$ cat src/hw/rtl/ajcd_pkg.sv
// shared constants, types and helpers for the accelerometer jerk collision detector
// used by accel_jerk_collision_detect; no dependencies
`default_nettype none

package ajcd_pkg;

    // fixed field widths
    localparam int IN_W     = 16;
    localparam int OUT_W    = 34;
    localparam int CFG_W    = 34;
    localparam int CFG_IDX_W = 3;

    // sizing
    localparam int WINDOW      = 6;
    localparam int SAMPLE_BITS = 16;
    localparam int AXES        = 3;

    localparam int SLOT_W   = (WINDOW > 1) ? $clog2(WINDOW) : 1;
    localparam int CNT_W    = $clog2(WINDOW + 1);
    localparam int SUM_W    = SAMPLE_BITS + $clog2(WINDOW);
    localparam int MAG_W    = SUM_W;
    localparam int STEP_W   = $clog2(MAG_W);
    localparam int DMAG_W   = SAMPLE_BITS + 1;
    localparam int TOT_W    = 2 * DMAG_W;
    localparam int CMP_W    = (TOT_W > OUT_W) ? TOT_W : OUT_W;
    localparam int CORR_W   = ((IN_W > SAMPLE_BITS) ? IN_W : SAMPLE_BITS) + 2;
    localparam int RAM_W    = AXES * SAMPLE_BITS;
    localparam int AX_W     = 2;

    localparam logic [CNT_W-1:0]  FILL_FULL = CNT_W'(WINDOW);
    localparam logic [SLOT_W-1:0] SLOT_LAST = SLOT_W'(WINDOW - 1);
    localparam logic [STEP_W-1:0] STEP_LAST = STEP_W'(MAG_W - 1);
    localparam logic [AX_W-1:0]   AX_LAST   = AX_W'(AXES);

    localparam logic [OUT_W-1:0] CHANGE_MAX   = {OUT_W{1'b1}};
    localparam logic [CFG_W-1:0] THRESH_RESET = CFG_W'(34'd16777216);

    // register map
    localparam logic [CFG_IDX_W-1:0] REG_OFFSET_X  = CFG_IDX_W'(0);
    localparam logic [CFG_IDX_W-1:0] REG_OFFSET_Y  = CFG_IDX_W'(1);
    localparam logic [CFG_IDX_W-1:0] REG_OFFSET_Z  = CFG_IDX_W'(2);
    localparam logic [CFG_IDX_W-1:0] REG_THRESHOLD = CFG_IDX_W'(3);

    typedef enum logic [2:0] {
        ST_IDLE,
        ST_UPDATE,
        ST_DIVIDE,
        ST_MEAN,
        ST_DELTA,
        ST_SQUARE,
        ST_DONE
    } state_t;

    typedef logic signed [SAMPLE_BITS-1:0] sample_t;
    typedef logic signed [SUM_W-1:0]       sum_t;

    // raw minus offset, clamped to the sample range
    function automatic sample_t sat_sample(input logic signed [IN_W-1:0] raw,
                                           input logic signed [IN_W-1:0] ofs);
        logic signed [CORR_W-1:0] diff;
        logic signed [CORR_W-1:0] hi;
        logic signed [CORR_W-1:0] lo;
        diff = CORR_W'(raw) - CORR_W'(ofs);
        hi   = CORR_W'((64'sd1 <<< (SAMPLE_BITS - 1)) - 64'sd1);
        lo   = -hi - CORR_W'(1);
        if (diff > hi)
            return hi[SAMPLE_BITS-1:0];
        else if (diff < lo)
            return lo[SAMPLE_BITS-1:0];
        else
            return diff[SAMPLE_BITS-1:0];
    endfunction

endpackage

`default_nettype wire

$ cat src/hw/rtl/ajcd_ram.sv
// generic single-write, single-read synchronous ram with registered read data
// standalone, no package dependency
`default_nettype none

module ajcd_ram #(
    parameter int WIDTH = 8,
    parameter int DEPTH = 2
) (
    input  wire logic                                       clk,
    input  wire logic                                       we,
    input  wire logic [((DEPTH > 1) ? $clog2(DEPTH) : 1)-1:0] waddr,
    input  wire logic [WIDTH-1:0]                           wdata,
    input  wire logic                                       re,
    input  wire logic [((DEPTH > 1) ? $clog2(DEPTH) : 1)-1:0] raddr,
    output logic      [WIDTH-1:0]                           rdata
);

    logic [WIDTH-1:0] mem [DEPTH];

    always_ff @(posedge clk)
    begin
        if (we)
            mem[waddr] <= wdata;
        if (re)
            rdata <= mem[raddr];
    end

endmodule

`default_nettype wire

$ cat src/hw/rtl/accel_jerk_collision_detect.sv
// top level of the accelerometer jerk collision detector
// uses ajcd_pkg and one ajcd_ram instance for the sample window
`default_nettype none

// Takes one offset-corrected three-axis sample at a time, keeps the last WINDOW samples in a
// small ram, forms the per-axis mean over the samples present and flags a collision when the
// squared change of that mean exceeds the threshold register. Each item passes the divider,
// which takes one quotient bit per cycle for the three axis sums in parallel, and then one
// shared multiplier squaring the three axis deltas in turn; no new sample is taken meanwhile.
// A finished result sits in an output register, so the next sample is taken while it waits.
// The ring ram has no reset and needs no clearing pass: only entries already written are
// used. The user must write configuration only when idle; the block does not enforce it.
module accel_jerk_collision_detect (
    input  wire logic                              clk,
    input  wire logic                              rst_n,
    input  wire logic                              in_valid,
    output logic                                   in_stall,
    input  wire logic signed [ajcd_pkg::IN_W-1:0]  accel_x,
    input  wire logic signed [ajcd_pkg::IN_W-1:0]  accel_y,
    input  wire logic signed [ajcd_pkg::IN_W-1:0]  accel_z,
    output logic                                   out_valid,
    input  wire logic                              out_stall,
    output logic                                   collision,
    output logic [ajcd_pkg::OUT_W-1:0]             change_sq,
    input  wire logic                              cfg_we,
    input  wire logic [ajcd_pkg::CFG_IDX_W-1:0]    cfg_index,
    input  wire logic [ajcd_pkg::CFG_W-1:0]        cfg_data
);

    import ajcd_pkg::*;

    state_t state_reg, state_next;

    logic signed [IN_W-1:0] offset_reg [AXES];
    logic [CFG_W-1:0]       threshold_reg;

    sample_t             corr_reg  [AXES];
    sum_t                sum_reg   [AXES];
    sample_t             prev_reg  [AXES];
    sample_t             mean_reg  [AXES];
    logic [DMAG_W-1:0]   dmag_reg  [AXES];
    logic [MAG_W-1:0]    quo_reg   [AXES];
    logic [CNT_W-1:0]    rem_reg   [AXES];
    logic                neg_reg   [AXES];

    logic [SLOT_W-1:0]   slot_reg;
    logic [CNT_W-1:0]    fill_reg;
    logic [STEP_W-1:0]   step_reg;
    logic [AX_W-1:0]     ax_reg;
    logic [TOT_W-1:0]    prod_reg;
    logic [TOT_W-1:0]    total_reg;

    logic                out_valid_reg;
    logic                collision_reg;
    logic [OUT_W-1:0]    change_reg;

    // fsm outputs
    logic                ram_re;
    logic                ram_we;
    logic                out_load;
    logic                in_take;

    logic [RAM_W-1:0]    ram_rdata;
    logic [RAM_W-1:0]    ram_wdata;

    logic                full;
    logic [CNT_W-1:0]    fill_next;
    sum_t                sum_next  [AXES];
    sample_t             old_smp   [AXES];
    logic [CMP_W-1:0]    total_ext;

    assign in_take = in_valid && !in_stall;
    assign full    = (fill_reg == FILL_FULL);
    assign fill_next = full ? fill_reg : fill_reg + CNT_W'(1);

    // ram word layout: x in the low bits
    always_comb
    begin
        for (int a = 0; a < AXES; a++)
        begin
            old_smp[a] = ram_rdata[a*SAMPLE_BITS +: SAMPLE_BITS];
            ram_wdata[a*SAMPLE_BITS +: SAMPLE_BITS] = corr_reg[a];
            // drop the oldest sample once the window is full
            sum_next[a] = sum_reg[a] + SUM_W'(corr_reg[a])
                          - (full ? SUM_W'(old_smp[a]) : SUM_W'(0));
        end
    end

    ajcd_ram #(
        .WIDTH (RAM_W),
        .DEPTH (WINDOW)
    ) u_ring (
        .clk   (clk),
        .we    (ram_we),
        .waddr (slot_reg),
        .wdata (ram_wdata),
        .re    (ram_re),
        .raddr (slot_reg),
        .rdata (ram_rdata)
    );

    // next state
    always_comb
    begin
        state_next = state_reg;
        case (state_reg)
            ST_IDLE:   if (in_valid) state_next = ST_UPDATE;
            ST_UPDATE: state_next = ST_DIVIDE;
            ST_DIVIDE: if (step_reg == STEP_LAST) state_next = ST_MEAN;
            ST_MEAN:   state_next = ST_DELTA;
            ST_DELTA:  state_next = ST_SQUARE;
            ST_SQUARE: if (ax_reg == AX_LAST) state_next = ST_DONE;
            ST_DONE:   if (!out_valid_reg || !out_stall) state_next = ST_IDLE;
            default:   state_next = ST_IDLE;
        endcase
    end

    // fsm outputs
    always_comb
    begin
        in_stall = 1'b1;
        ram_re   = 1'b0;
        ram_we   = 1'b0;
        out_load = 1'b0;
        case (state_reg)
            ST_IDLE:
            begin
                in_stall = 1'b0;
                ram_re   = in_valid;
            end
            ST_UPDATE: ram_we = 1'b1;
            ST_DONE:   out_load = !out_valid_reg || !out_stall;
            default:   ;
        endcase
    end

    always_ff @(posedge clk or negedge rst_n)
    begin
        if (!rst_n)
        begin
            state_reg     <= ST_IDLE;
            for (int a = 0; a < AXES; a++)
            begin
                offset_reg[a] <= '0;
                sum_reg[a]    <= '0;
                prev_reg[a]   <= '0;
            end
            threshold_reg <= THRESH_RESET;
            slot_reg      <= '0;
            fill_reg      <= '0;
            out_valid_reg <= 1'b0;
        end
        else
        begin
            state_reg <= state_next;

            if (cfg_we)
            begin
                case (cfg_index)
                    REG_OFFSET_X:  offset_reg[0] <= cfg_data[IN_W-1:0];
                    REG_OFFSET_Y:  offset_reg[1] <= cfg_data[IN_W-1:0];
                    REG_OFFSET_Z:  offset_reg[2] <= cfg_data[IN_W-1:0];
                    REG_THRESHOLD: threshold_reg <= cfg_data;
                    default:       ;
                endcase
            end

            if (state_reg == ST_UPDATE)
            begin
                for (int a = 0; a < AXES; a++)
                    sum_reg[a] <= sum_next[a];
                fill_reg <= fill_next;
                slot_reg <= (slot_reg == SLOT_LAST) ? '0 : slot_reg + SLOT_W'(1);
            end

            if (state_reg == ST_DELTA)
            begin
                for (int a = 0; a < AXES; a++)
                    prev_reg[a] <= mean_reg[a];
            end

            if (out_load)
                out_valid_reg <= 1'b1;
            else if (!out_stall)
                out_valid_reg <= 1'b0;
        end
    end

    // datapath, no reset needed
    always_ff @(posedge clk)
    begin
        case (state_reg)
            ST_IDLE:
            begin
                corr_reg[0] <= sat_sample(accel_x, offset_reg[0]);
                corr_reg[1] <= sat_sample(accel_y, offset_reg[1]);
                corr_reg[2] <= sat_sample(accel_z, offset_reg[2]);
            end
            ST_UPDATE:
            begin
                // load divider with sign and magnitude of the new sums
                for (int a = 0; a < AXES; a++)
                begin
                    neg_reg[a] <= sum_next[a][SUM_W-1];
                    quo_reg[a] <= sum_next[a][SUM_W-1] ? MAG_W'(-sum_next[a])
                                                        : MAG_W'(sum_next[a]);
                    rem_reg[a] <= '0;
                end
                step_reg <= '0;
            end
            ST_DIVIDE:
            begin
                for (int a = 0; a < AXES; a++)
                begin
                    logic [CNT_W:0] rs;
                    logic           ge;
                    rs = {rem_reg[a], quo_reg[a][MAG_W-1]};
                    ge = (rs >= {1'b0, fill_reg});
                    rem_reg[a] <= ge ? CNT_W'(rs - {1'b0, fill_reg}) : CNT_W'(rs);
                    quo_reg[a] <= {quo_reg[a][MAG_W-2:0], ge};
                end
                step_reg <= step_reg + STEP_W'(1);
            end
            ST_MEAN:
            begin
                // sign-magnitude divide truncates toward zero
                for (int a = 0; a < AXES; a++)
                    mean_reg[a] <= neg_reg[a] ? -quo_reg[a][SAMPLE_BITS-1:0]
                                              : quo_reg[a][SAMPLE_BITS-1:0];
            end
            ST_DELTA:
            begin
                for (int a = 0; a < AXES; a++)
                begin
                    logic signed [DMAG_W-1:0] d;
                    d = DMAG_W'(mean_reg[a]) - DMAG_W'(prev_reg[a]);
                    dmag_reg[a] <= d[DMAG_W-1] ? DMAG_W'(-d) : DMAG_W'(d);
                end
                ax_reg    <= '0;
                total_reg <= '0;
            end
            ST_SQUARE:
            begin
                // one shared multiplier, product registered before the add
                if (ax_reg != AX_LAST)
                    prod_reg <= TOT_W'(dmag_reg[ax_reg]) * TOT_W'(dmag_reg[ax_reg]);
                if (ax_reg != '0)
                    total_reg <= total_reg + prod_reg;
                ax_reg <= ax_reg + AX_W'(1);
            end
            default: ;
        endcase

        if (out_load)
        begin
            collision_reg <= (total_ext > CMP_W'(threshold_reg));
            change_reg    <= (total_ext > CMP_W'(CHANGE_MAX)) ? CHANGE_MAX
                                                              : total_ext[OUT_W-1:0];
        end
    end

    assign total_ext = CMP_W'(total_reg);

    assign out_valid = out_valid_reg;
    assign collision = collision_reg;
    assign change_sq = change_reg;

    // while the window fills, the write slot tracks the fill count
    assert property (@(posedge clk) disable iff (!rst_n)
        (fill_reg < FILL_FULL) |-> (CNT_W'(slot_reg) == fill_reg))
        else $error("write slot out of step with fill count");

    assert property (@(posedge clk) disable iff (!rst_n)
        fill_reg <= FILL_FULL)
        else $error("fill count beyond window");

    assert property (@(posedge clk) disable iff (!rst_n)
        in_take |=> (state_reg == ST_UPDATE))
        else $error("accepted sample not processed");

    assert property (@(posedge clk) disable iff (!rst_n)
        $rose(out_valid_reg) |-> $past(state_reg == ST_DONE))
        else $error("result raised outside done state");

    assert property (@(posedge clk) disable iff (!rst_n)
        (state_reg == ST_UPDATE) |=> (fill_reg != '0))
        else $error("window empty after update");

endmodule

`default_nettype wire
$ cat config.mk
export PLATFORM = sky130hd
export DESIGN_NAME = accel_jerk_collision_detect
export DESIGN_NICKNAME = d
export VERILOG_FILES = /design/src/hw/rtl/ajcd_pkg.sv /design/src/hw/rtl/ajcd_ram.sv /design/src/hw/rtl/accel_jerk_collision_detect.sv
export SDC_FILE = /design/constraint.sdc
export NUM_CORES = 2
export LEC_CHECK = 0
export BUFFER_PORTS_ARGS = -buffer_cell sky130_fd_sc_hd__buf_2
export CAP_MARGIN = 20
export CORE_MARGIN = 1.5
export CORE_UTILIZATION = 45
export DETAILED_ROUTE_END_ITERATION = 6
export PLACE_DENSITY = 0.6
export SYNTH_ARGS = -nofsm -noshare
export SYNTH_HDL_FRONTEND = slang
export SYNTH_SLANG_ARGS = --single-unit
$ cat constraint.sdc
create_clock -name clk -period 16.4 [get_ports clk]
set_input_delay 3.28 -clock clk [delete_from_list [all_inputs] [get_ports clk]]
set_output_delay 3.28 -clock clk [all_outputs]
set_load 0.01 [all_outputs]
---- Word level (Yosys, flattened, before mapping) ----
Memory sizes are Yosys's and may differ from the RTL's. A register that Yosys moved wholly into a read port is not among the register bits.
Index checks and enable logic that the tools add are counted.
storage, ports and cells
  flip-flop bits (word level) ............. 307
  memory bits (writable) .................. 504
  input bits .............................. 90
  output and inout bits ................... 37
  logic and storage cells ................. 168
  memories kept ........................... 7
operators by class
  add/sub/neg operators ................... 29
  multipliers ............................. 1
  magnitude comparators ................... 11
  equal/unequal tests ..................... 20
  multiplexer cells ....................... 57
  bitwise gates (word level) .............. 7
  reductions and logical operators ........ 16
memories
  memory       depth  width  rd ports  clocked after memory_dff  wr ports  RTL line                           source
  u_ring.mem   6      48     1         1                         1         ajcd_ram.sv:18                     logic [WIDTH-1:0] mem [DEPTH];
  quo_reg      3      19     3         0                         3         accel_jerk_collision_detect.sv:42  logic [MAG_W-1:0] quo_reg [AXES];
  dmag_reg     3      17     1         1                         3         accel_jerk_collision_detect.sv:41  logic [DMAG_W-1:0] dmag_reg [AXES];
  corr_reg     3      16     3         0                         3         accel_jerk_collision_detect.sv:37  sample_t corr_reg [AXES];
  mean_reg     3      16     3         0                         3         accel_jerk_collision_detect.sv:40  sample_t mean_reg [AXES];
  rem_reg      3      3      3         0                         3         accel_jerk_collision_detect.sv:43  logic [CNT_W-1:0] rem_reg [AXES];
  +1 memories  -      -      -         -                         -         -
operator list
  cell                                                                                count
  16-bit two-way mux                                                                  12
  19-bit two-way mux                                                                  9
  16-bit by 16-bit subtractor with 17-bit output                                      6
  34-bit case mux with 2 select lines                                                 1
  19-bit by 16-bit adder with 19-bit output                                           3
  19-bit negator                                                                      3
  19-bit subtractor                                                                   3
  17-bit by 16-bit greater-than comparator with 1-bit output (second input constant)  3
  17-bit by 16-bit < comparator with 1-bit output (second input constant)             3
  17-bit two-way mux                                                                  3
  17-bit negator                                                                      3
  16-bit negator                                                                      3
  34-bit adder                                                                        1
  34-bit greater-than comparator                                                      1
  34-bit greater-than comparator (second input constant)                              1
  17-bit by 17-bit multiplier with 34-bit output                                      1
  34-bit two-way mux                                                                  1
  3-bit two-way mux                                                                   11
  3-bit case mux with 7 select lines                                                  1
  1-bit two-way mux                                                                   16
  3-bit == test (second input constant)                                               5
  2-bit AND reduction                                                                 7
  3-bit by 2-bit == test with 1-bit output (second input constant)                    4
  4-bit by 3-bit greater-or-equal comparator with 1-bit output                        3
  other kinds (19)                                                                    37

---- Depth between registers and ports, before layout ----
  word-level depth ........................ 6
  gate-level depth with buffers ........... 31
  mapped depth without buffers ............ 28

---- By module ----
From an unflattened synthesis, not the netlist that was laid out.
unflattened totals
  cells, all modules ...................... 5,124
  area total of the unflattened synthesis .. 55,050.3 µm²
by module, submodules not included
  module                       instances  cells each  area each (µm²)  seq. area each (µm²)
  accel_jerk_collision_detect  1          4,505       42,487.0         14,730.4
  ajcd_ram                     1          619         12,563.3         10,089.7

---- Worst setup path before layout ----
No wires, ideal clock.
  kind .................................... register to output
  start ................................... register state_reg[1]
  end ..................................... output port in_stall
  arrival time ............................ 4,467 ps
  data required time ...................... 13,120 ps
  path slack .............................. 8,653 ps
  cell stages (with the launch flop) ...... 4
  path buffers ............................ 1
  path through ............................ dfrtp_1 clkbuf_1 nor3_1 inv_1
on the way
  cells in the longest elaborated chain, start to end .. 2
RTL lines
  element                   RTL line                            source
  start: declaration        accel_jerk_collision_detect.sv:32   state_t state_reg, state_next;
  start signal: assignment  accel_jerk_collision_detect.sv:155  state_reg <= state_next;
  3-bit zero test           accel_jerk_collision_detect.sv:125  case (state_reg)
  1-bit two-way mux         accel_jerk_collision_detect.sv:125
  end: declaration          accel_jerk_collision_detect.sv:17   output logic in_stall,
Every way passes these cells.

==> reports/summary.txt <==
Final Hold Vio Count -> 0
FP Rows -> 126
DRC errors left -> 0
clk_skew -> 0.0454 ns
outcome -> finished clean
CTS-repair resized insts -> 0
Worst R2R End -> prod_reg[33]
I/O pin cnt -> 127
synth unique cells -> 98
Worst Path Required -> 16.79 ns
Tcrit/Tclk final -> 0.504
max_cap viols -> 0
post-route ant nets -> 0
Global Route Usage Sum -> 0.202
Via density -> 5.30
Post-Synthesis Cells -> 4924
fin nets -> 5707
DIE HEIGHT -> 349 um
first-pass GRT wire length -> 195000 um
via count -> 35100
Detailed Place HPWL -> 89400 um
Die X -> 349 um
worst hold path cell count -> 2
WHS Endpoint -> sum_reg[54]
Inserted Clock Buffers -> 96
max FFs per register -> 288
Post-CTS Hold Buffers -> 0
flop2flop setup slack -> 8.13 ns
Post-synth EDFFs -> 661
register area share after synthesis -> 0.461
CP max FO -> 17
CTS Buffer Depth -> 3
syn avg cell area -> 10.9 um2
Core ar. -> 0.118 mm2
fin crit period -> 8.27 ns
worst slew pin tran -> 0.952 ns
Most used DFF post-synth -> edfxtp_1
Crit Path Class -> reg2reg
maximum clock frequency -> 0.121 GHz
Yosys top cell area share -> 0.369
Critical Path End Type -> register
Hold WC Path Type -> reg2reg
Clk pin slew, worst setup/hold paths -> 0.07 ns
RSZ-0062 raised after global routing -> no
Synth Net Count -> 5617
share of post-route cells with drive strength above 1 -> 0.0897
startpoint types -> register
Synth Warn # -> 0
initial antenna violation count -> 0
number of global-route vias before repair -> 35500
#FFs+latches synth -> 860
total grt overflow -> 0
CTS tree -> built
clock sink count -> 860
setup tns final -> 0 ns
WL/cell -> 18.2 um
setup violators final -> 0
clk_lat worst skew -> 0.70 ns
Netlist Area Pre-Place -> 0.0538 mm2
largest net degree at the start of global routing -> 74
Worst slew margin -> 0.349
die footprint -> 0.122 mm2
Post-CTS Setup Inserts -> 0
Slew Viols, Final -> 0
CP arrival -> 8.66 ns
H-Tree Depth -> 3
drt first pass iters -> 7
Initial DRC Count -> 2102
Area contributors post-synth -> edfxtp_1 (37%), fa_1 (9.5%), dfrtp_1 (9.1%), ha_1 (8.1%), inv_1 (4.8%)
Total Wirelength -> 120000 um
Starting Density -> 0.455
number of antenna diodes -> 0
leading area contributor after synthesis -> edfxtp_1
Buffers on Ports -> 126
reg2reg path depth -> 22
Hold Path Origin -> sum_reg[54]
fraction of registers with async set/reset -> 0.229
root buffer cell -> clkbuf_16
area delta synth->final -> 10.3%
Final GP Congestion -> 0.893
logic make-up (layout without fill, tap and decap cells):
logic type	Yosys count	count (layout)	share of synthesized area
AND/OR/NAND/NOR	1131	1131	0.0976
AO/OA/AOI/OAI	958	958	0.108
buffers and inverters	880	1050	0.0616
flip-flops	860	860	0.461
adder cells (fa/ha/maj)	604	604	0.176
XOR/XNOR	329	329	0.0536
multiplexers	162	162	0.0423
cells in the final DEF, fill, tap and decap left out, drive strengths merged, types with 38 or more instances in the layout:
cell type and count:
a21o 80, a21oi 258, and3 78, buf 168, clkbuf 137, dfrtp 196, edfxtp 661, fa 254
ha 349, inv 700, mux2 45, mux2i 69, mux4 48, nand2 431, nand3 44, nor2 312
nor3 51, o21a 38, o21ai 352, xnor2 208, xor2 121
per-stage QoR:
step | worst slack, ns | hold slack [ns] | util | cells | area (um2)
global placement | 8.42 | 0.463 | 0.474 | 6447 | 56100
floorplan | 8.65 | 0.450 | - | 4924 | 53800
CTS | 8.10 | 0.484 | 0.501 | 6625 | 59200
finish | 8.13 | 0.481 | 0.502 | 6630 | 59300
detailed placement | 8.18 | 0.471 | 0.474 | 6447 | 56100
global route | 7.64 | 0.513 | 0.502 | 6630 | 59300
routing by layer:
metal  vias to the layer above  wire, um  global-route usage
met4                         0      3090              0.0548
met3                       152      5050              0.0237
li1                      17200         -                   -
met5                         -         0                   0
met2                       672     56100               0.331
met1                     17100     56200               0.284
cell type report:
cell class                      count  area [um2]
Sequential cell                   860       24800
Clock buffer                      135        2650
Inverter                          702        2640
Multi-Input combinational cell   3184       25800
Tap cell                         1536        1920
Timing Repair Buffer              170        1020
Clock inverter                     43         485
Fill cell                       10700       58900
synthesized netlist by cell type, types with 7 or more instances:
| master | n |
|---|---|
| nand3b_1 | 8 |
| o21bai_1 | 16 |
| nor2b_1 | 25 |
| nand2_1 | 430 |
| clkbuf_1 | 160 |
| and3_1 | 78 |
| or2_2 | 8 |
| xnor2_1 | 208 |
| mux2_2 | 44 |
| a311oi_1 | 8 |
| nand4_1 | 26 |
| a31oi_1 | 28 |
| fa_1 | 254 |
| a211oi_1 | 32 |
| inv_1 | 693 |
| a21o_1 | 80 |
| and2_1 | 23 |
| o21ai_1 | 58 |
| o31ai_1 | 37 |
| buf_1 | 16 |
| a21oi_1 | 257 |
| mux2i_1 | 69 |
| or4_1 | 14 |
| nor4_1 | 14 |
| nand2b_1 | 33 |
| nor3_1 | 51 |
| nand3_1 | 44 |
| o21ai_0 | 294 |
| or3_1 | 15 |
| o21a_1 | 38 |
| mux4_2 | 48 |
| o211ai_1 | 13 |
| ha_1 | 349 |
| edfxtp_1 | 661 |
| xor2_1 | 121 |
| a211o_1 | 10 |
| and4_1 | 7 |
| nor3b_1 | 12 |
| nor2_1 | 312 |
| dfrtp_1 | 196 |
worst max-delay path by stage:
stage | to | slack [ns] | cells past startpoint
floorplan | in_stall | 8.65 | 3
global placement | prod_reg[33] | 8.42 | 22
detailed placement | prod_reg[33] | 8.18 | 22
CTS | prod_reg[33] | 8.10 | 22
global route | prod_reg[33] | 7.64 | 22
finish | prod_reg[33] | 8.13 | 22
critical path, cell delays in order, from the launching register on:
cell	delay [ns]
dfxtp_1	0.94
mux2i_1	0.17
o21ai_1	0.61
clkinv_1	0.51
nor2_1	0.34
fa_1	0.49
fa_1	0.47
fa_1	0.51
fa_1	0.52
fa_1	0.59
inv_1	0.07
fa_1	0.54
inv_1	0.05
ha_1	0.33
and3_1	0.22
nand2_1	0.06
nor2_1	0.12
nand4_1	0.10
o21ai_0	0.31
a21oi_1	0.16
a211o_1	0.34
a311oi_1	0.38
xnor2_1	0.13
Power is left out: the tool's default activity adds up to more than one toggle a clock period on the data nets, which glitch-free logic cannot reach.
